$ cat src/rtl/core/sspc_pkg.sv
`timescale 1ns / 1ps

package sspc_pkg;

  // Default limit on parameter bytes in one status reply.
  localparam int MAX_PARAMS_DEF = 8;

  // Header byte that opens every reply, twice.
  localparam logic [7:0] HDR_BYTE = 8'hFF;

  // Reset value of the expected servo identifier.
  localparam logic [7:0] EXPECTED_ID_RST = 8'd1;

  // Status codes that are not taken from the servo error byte.
  localparam logic [3:0] ST_OK       = 4'd0;
  localparam logic [3:0] ST_CSUM_BAD = 4'd8;
  localparam logic [3:0] ST_START_ID = 4'd9;
  localparam logic [3:0] ST_LENGTH   = 4'd10;

  // Number of error bits that map to a servo status.
  localparam int ERR_BITS = 7;

  // One received reply byte.
  typedef struct packed {
    logic [7:0] rx_byte;
    logic       frame_start;
  } item_t;

  // One status result.
  typedef struct packed {
    logic [3:0]  status;
    logic [7:0]  servo_error;
    logic [15:0] param_word;
    logic [3:0]  param_count;
  } result_t;

endpackage

$ cat src/rtl/core/sspc_parser.sv
`timescale 1ns / 1ps

module sspc_parser #(
  parameter int MAX_PARAMS = sspc_pkg::MAX_PARAMS_DEF
) (
  input  logic                clk,
  input  logic                rst_n,
  input  logic                step_en,
  input  sspc_pkg::item_t     item,
  input  logic [7:0]          expected_id,
  output logic                res_valid,
  output sspc_pkg::result_t   res
);

  localparam int PIDX_W = $clog2(MAX_PARAMS + 1);
  localparam logic [8:0] LEN_MAX = 9'(MAX_PARAMS + 2);

  typedef enum logic [7:0] {
    PH_IDLE  = 8'b0000_0001,
    PH_HDR2  = 8'b0000_0010,
    PH_ID    = 8'b0000_0100,
    PH_LEN   = 8'b0000_1000,
    PH_ERR   = 8'b0001_0000,
    PH_PARAM = 8'b0010_0000,
    PH_CHK   = 8'b0100_0000,
    PH_DROP  = 8'b1000_0000
  } phase_t;

  phase_t              phase_r, phase_nxt;
  logic [PIDX_W-1:0]   param_index_r, param_index_nxt;
  logic [7:0]          running_sum_r, running_sum_nxt;
  logic [7:0]          frame_length_r, frame_length_nxt;
  logic [7:0]          error_byte_r, error_byte_nxt;
  logic [7:0]          param_low_r, param_low_nxt;
  logic [7:0]          param_high_r, param_high_nxt;

  logic [7:0]          b;
  logic [PIDX_W-1:0]   idx_inc;
  logic                len_bad;
  logic                last_param;
  logic [3:0]          err_status;

  assign b       = item.rx_byte;
  assign idx_inc = param_index_r + 1'b1;
  assign len_bad = (b < 8'd2) || (9'(b) > LEN_MAX);
  assign last_param = 9'(idx_inc) >= (9'(frame_length_r) - 9'd2);

  // Lowest set bit among the low seven error bits, plus one; zero if none.
  always_comb begin
    err_status = sspc_pkg::ST_OK;
    for (int i = sspc_pkg::ERR_BITS - 1; i >= 0; i--) begin
      if (error_byte_r[i]) begin
        err_status = 4'(i + 1);
      end
    end
  end

  // Frame walk and result decode for one byte.
  always_comb begin
    phase_nxt        = phase_r;
    param_index_nxt  = param_index_r;
    running_sum_nxt  = running_sum_r;
    frame_length_nxt = frame_length_r;
    error_byte_nxt   = error_byte_r;
    param_low_nxt    = param_low_r;
    param_high_nxt   = param_high_r;
    res_valid        = 1'b0;
    res              = '0;
    if (step_en) begin
      if (item.frame_start) begin
        param_index_nxt  = '0;
        running_sum_nxt  = '0;
        frame_length_nxt = '0;
        error_byte_nxt   = '0;
        param_low_nxt    = '0;
        param_high_nxt   = '0;
        if (b != sspc_pkg::HDR_BYTE) begin
          phase_nxt  = PH_DROP;
          res_valid  = 1'b1;
          res.status = sspc_pkg::ST_START_ID;
        end else begin
          phase_nxt = PH_HDR2;
        end
      end else begin
        unique case (phase_r)
          PH_HDR2: begin
            if (b != sspc_pkg::HDR_BYTE) begin
              phase_nxt  = PH_DROP;
              res_valid  = 1'b1;
              res.status = sspc_pkg::ST_START_ID;
            end else begin
              phase_nxt = PH_ID;
            end
          end
          PH_ID: begin
            if (b != expected_id) begin
              phase_nxt  = PH_DROP;
              res_valid  = 1'b1;
              res.status = sspc_pkg::ST_START_ID;
            end else begin
              running_sum_nxt = b;
              phase_nxt       = PH_LEN;
            end
          end
          PH_LEN: begin
            if (len_bad) begin
              phase_nxt  = PH_DROP;
              res_valid  = 1'b1;
              res.status = sspc_pkg::ST_LENGTH;
            end else begin
              frame_length_nxt = b;
              running_sum_nxt  = running_sum_r + b;
              phase_nxt        = PH_ERR;
            end
          end
          PH_ERR: begin
            error_byte_nxt  = b;
            running_sum_nxt = running_sum_r + b;
            phase_nxt       = (frame_length_r == 8'd2) ? PH_CHK : PH_PARAM;
          end
          PH_PARAM: begin
            if (param_index_r == PIDX_W'(0)) begin
              param_low_nxt = b;
            end else if (param_index_r == PIDX_W'(1)) begin
              param_high_nxt = b;
            end
            running_sum_nxt = running_sum_r + b;
            param_index_nxt = idx_inc;
            if (last_param) begin
              phase_nxt = PH_CHK;
            end
          end
          PH_CHK: begin
            phase_nxt       = PH_IDLE;
            res_valid       = 1'b1;
            res.servo_error = error_byte_r;
            res.param_word  = {param_high_r, param_low_r};
            res.param_count = 4'(frame_length_r - 8'd2);
            if (err_status != sspc_pkg::ST_OK) begin
              res.status = err_status;
            end else if (b != ~running_sum_r) begin
              res.status = sspc_pkg::ST_CSUM_BAD;
            end else begin
              res.status = sspc_pkg::ST_OK;
            end
          end
          PH_IDLE, PH_DROP: begin
            phase_nxt = phase_r;
          end
          default: begin
            phase_nxt = PH_IDLE;
          end
        endcase
      end
    end
  end

  always_ff @(posedge clk) begin
    if (!rst_n) begin
      phase_r        <= PH_IDLE;
      param_index_r  <= '0;
      running_sum_r  <= '0;
      frame_length_r <= '0;
      error_byte_r   <= '0;
      param_low_r    <= '0;
      param_high_r   <= '0;
    end else begin
      phase_r        <= phase_nxt;
      param_index_r  <= param_index_nxt;
      running_sum_r  <= running_sum_nxt;
      frame_length_r <= frame_length_nxt;
      error_byte_r   <= error_byte_nxt;
      param_low_r    <= param_low_nxt;
      param_high_r   <= param_high_nxt;
    end
  end

`ifndef ASSERT_OFF
  // A stray byte while idle or dropping never makes a result.
  a_stray: assert property (@(posedge clk) disable iff (!rst_n)
    (step_en && !item.frame_start && (phase_r == PH_IDLE || phase_r == PH_DROP))
      |-> !res_valid)
    else $error("result from a stray byte");

  // Every framing fault leaves the walker dropping bytes.
  a_fault: assert property (@(posedge clk) disable iff (!rst_n)
    (res_valid && (res.status == sspc_pkg::ST_START_ID ||
                   res.status == sspc_pkg::ST_LENGTH)) |=> (phase_r == PH_DROP))
    else $error("fault did not enter drop phase");

  // The parameter counter stays inside the declared length.
  a_pidx: assert property (@(posedge clk) disable iff (!rst_n)
    (phase_r == PH_PARAM) |-> (9'(param_index_r) < (9'(frame_length_r) - 9'd2)))
    else $error("parameter index beyond frame length");
`endif

endmodule

$ cat config.mk
export PLATFORM = sky130hd
export DESIGN_NAME = sspc_parser
export DESIGN_NICKNAME = d
export VERILOG_FILES = /design/src/rtl/core/sspc_pkg.sv /design/src/rtl/core/sspc_parser.sv
export SDC_FILE = /design/constraint.sdc
export NUM_CORES = 1
export LEC_CHECK = 0
export BUFFER_PORTS_ARGS = -buffer_cell sky130_fd_sc_hd__buf_2
export CORE_AREA = 5 5 113 115
export CTS_CLUSTER_DIAMETER = 80
export DETAILED_ROUTE_END_ITERATION = 12
export DIE_AREA = 0 0 118 120
export MAX_ROUTING_LAYER = met4
export PLACE_DENSITY = 0.44
export SLEW_MARGIN = 15
export SYNTH_ARGS = -nofsm -noshare
export SYNTH_HDL_FRONTEND = slang
export SYNTH_SLANG_ARGS = --single-unit
$ cat constraint.sdc
create_clock -name clk -period 2.65 [get_ports clk]
set_input_delay 0.3975 -clock clk [delete_from_list [all_inputs] [get_ports clk]]
set_output_delay 0.3975 -clock clk [all_outputs]
set_load 0.02 [all_outputs]
==> results.toml <==
[status]
status = "finished, final reports clean"

[floorplan]
start_util_pct = 29.05
die_y_um = 120
dieArea_mm2 = 0.01416
fp-row-count = 40
die_w_um = 118
io_pins = 53
core_mm2 = 0.01171

[min_path]
min-delay-path-class = "input port to register"
holdPathStages = 2
min_to = "error_byte_r[7]"
hold_start = "rst_n"

[yosys]
synth_flop_cell = "dfxtp_1"
postSynthCellCount = 413
synth_warnings = 0
ys_seq_area_share_pct = 30.60
synth_area_leader_cell = "dfxtp_1"
synth_nets = 450
ys_types = 63
async_flop_share_pct = 0
synthesis.area_mm2 = 0.003402
synth_seq_cells = 52
synthTopCellsByArea = "dfxtp_1 31%, ha_1 5.9%, and3_1 5.3%"
synth_edf_count = 0
syn_area_per_cell_um2 = 8.237
yosysTopAreaCellShare_pct = 30.60

[sta]
worst_slack_ns = 0.1081
final_hold_viol_count = 0
fmax_mhz = 393.4
setup_viol = 0
finalCriticalPeriod_ns = 2.542
relSlewSlack_pct = 31.49
skew_ns = 0.005849
finalCritPeriodShare_pct = 95.92
setup_tns_ns = 0
tightest_slew_ns = 1.021
drv_slew = 0

[setup_path]
worst-r2r-cell-count = 9
cp-end-kind = "primary output"
rr_endpoint = "phase_r[4]"
crit-reg2reg-launch = "frame_length_r[1]"
critical_path_class = "register to primary output"
start_kind = "register"
r2r_setup_slack_ns = 0.32
cp.required_ns = 2.25
crit_arrival_ns = 2.14
crit_fanout = 8

[pwr]
p_leak_nw = 1.756
powerDensity_mw_per_mm2 = 490.4
clock_power_share_pct = 47.9
pwr-share-comb_pct = 10.9
switching_share_pct = 23.08
p_sw_w = 0.0004531
peakVddDrop_v = 0.0003466
p_int_w = 0.001511
power_frac_seq_pct = 41.2

[place]
io_buffer_count = 52
hpwl_um = 7237
dpl.cell_count = 596
dpl_worst_slack_ns = 0.3224
gp_congestion = 0.8658

[clock_tree]
cts_root_buf = "clkbuf_16"
cts_sinks = 52
cts_tree = "done"
ctsHoldBuffers = 0
ctsHtreeMaxLevel = 2
clk_latency_ns = 0.29
numCtsBuffers = 5
worst_setup_hold_path_clk_slew_ns = 0.07
cts_max_path_buffers = 2

[detailed_routing]
num_vias = 3105
dr.pass1.iters = 4
vias_per_cell = 5.141
route.detailed.drc = 0
avgRoutedWirePerCell_um = 16.12
detail-route-antenna-nets = 0
dr.first_iter.drc_count = 137
drt-total-wl_um = 9736

[layout]
area_delta_synth_final_pct = 17.69
nFillCells = 1284
num_antenna_cells = 0
multi_input_area_mm2 = 0.002196
final_common_cell = "buf_2"
final_util_pct = 34.19
finalNonFillerCells = 604
register_area_mm2 = 0.001045
fin_nets = 493
layout_common_cells = "51 x buf_2, 49 x dfxtp_1, 32 x nor2_1, 29 x and3_1, 25 x nand2_1"
layout-drive-gt1-share_pct = 21.23

[global_routing]
grt_max_degree = 48
grt_pass1_vias = 3000
grt_pass1_wl_um = 15670
antenna_found_initial = 0
globalRouteTotalUtil_pct = 13.80
globalRouteOverflowTotal = 0

[job]
maxCapViolCount = 0
## worst max-delay path, cell delays in order, from the launching register on
cell and delay, ns:
dfxtp_2 0.37, nor4_4 0.28, and2b_2 0.20, nand3_2 0.12, or4_1 0.57, a21oi_1 0.16
buf_4 0.16
## logic make-up after synthesis
family	share of synthesized area, %
xor+xnor	4.119
mux	3.825
flops	30.60
simple gates	31.30
fa+ha+maj	6.473
compound gates	18.57
buf+inv	5.112
## power groups by stage
stage,Sequential [W],Combinational [W],Clock (W)
after floorplan,0.000824,0.000145,0
after global placement,0.000828,0.000213,0
after detailed placement,0.000828,0.000215,0
after CTS,0.000809,0.000216,0.000967
after global routing,0.000812,0.000238,0.000998
final,0.000810,0.000213,0.000941
## routing by layer
metal	global-route usage [%]	up-vias	part of all wire, %
met5	-	-	0
met4	3.011	0	0.86
met3	2.451	8	4.5
met2	21.64	74	46
met1	18.67	1428	49
li1	-	1595	-
## worst max path at each step
stage                     cells past startpoint    endpoint             start  slack, ns
after global placement                        7     res[31]           item[5]       0.34
after CTS                                     6     res[31]        phase_r[1]       0.03
final                                         6     res[31]        phase_r[1]       0.11
after detailed placement                      9  phase_r[0]  param_index_r[0]       0.32
after floorplan                               7     res[30]        phase_r[2]       0.20
after global routing                          6     res[31]        phase_r[1]     -0.003
## synthesized netlist by cell type (12+ instances only)
| cell type | n |
|---|---|
| mux2i_1 | 13 |
| o21ai_0 | 20 |
| inv_1 | 13 |
| nand2_1 | 25 |
| a21oi_1 | 18 |
| xnor2_1 | 12 |
| nor2b_1 | 20 |
| nand3_1 | 24 |
| nor2_1 | 32 |
| ha_1 | 16 |
| and3_1 | 29 |
| dfxtp_1 | 52 |
## state kept, by name (all words and copies together), names as in the netlist
name and cells:
error_byte_r 8, param_low_r 8, param_high_r 8, running_sum_r 8
frame_length_r 8, phase_r 8, param_index_r 4
## through the flow
stage	cell area (µm²)	power (W)	hold slack, ns
floorplan	3402	0.0009691	0.4354
CTS	3989	0.001992	0.4019
detailed placement	3774	0.001043	0.4538
global route	4004	0.002048	0.4178
finish	4004	0.001964	0.4046
global placement	3774	0.001041	0.4498
## timing repair
action	4_1_cts	5_1_grt
endpoints found under the setup margin	0	3
endpoints found under the hold margin	0	0
resized for setup	0	5
setup buffers	0	0
## layout make-up
cell class / instances / share of cell area (%)
multi-input cells: 325 / 54.84
flip-flops and latches: 52 / 26.09
clock buffers: 5 / 3.125
repair buffers: 59 / 7.875
inverters: 13 / 1.219
clock inverters: 3 / 2.250
well taps: 147 / 4.594
Power figures use the tool's default switching activity.
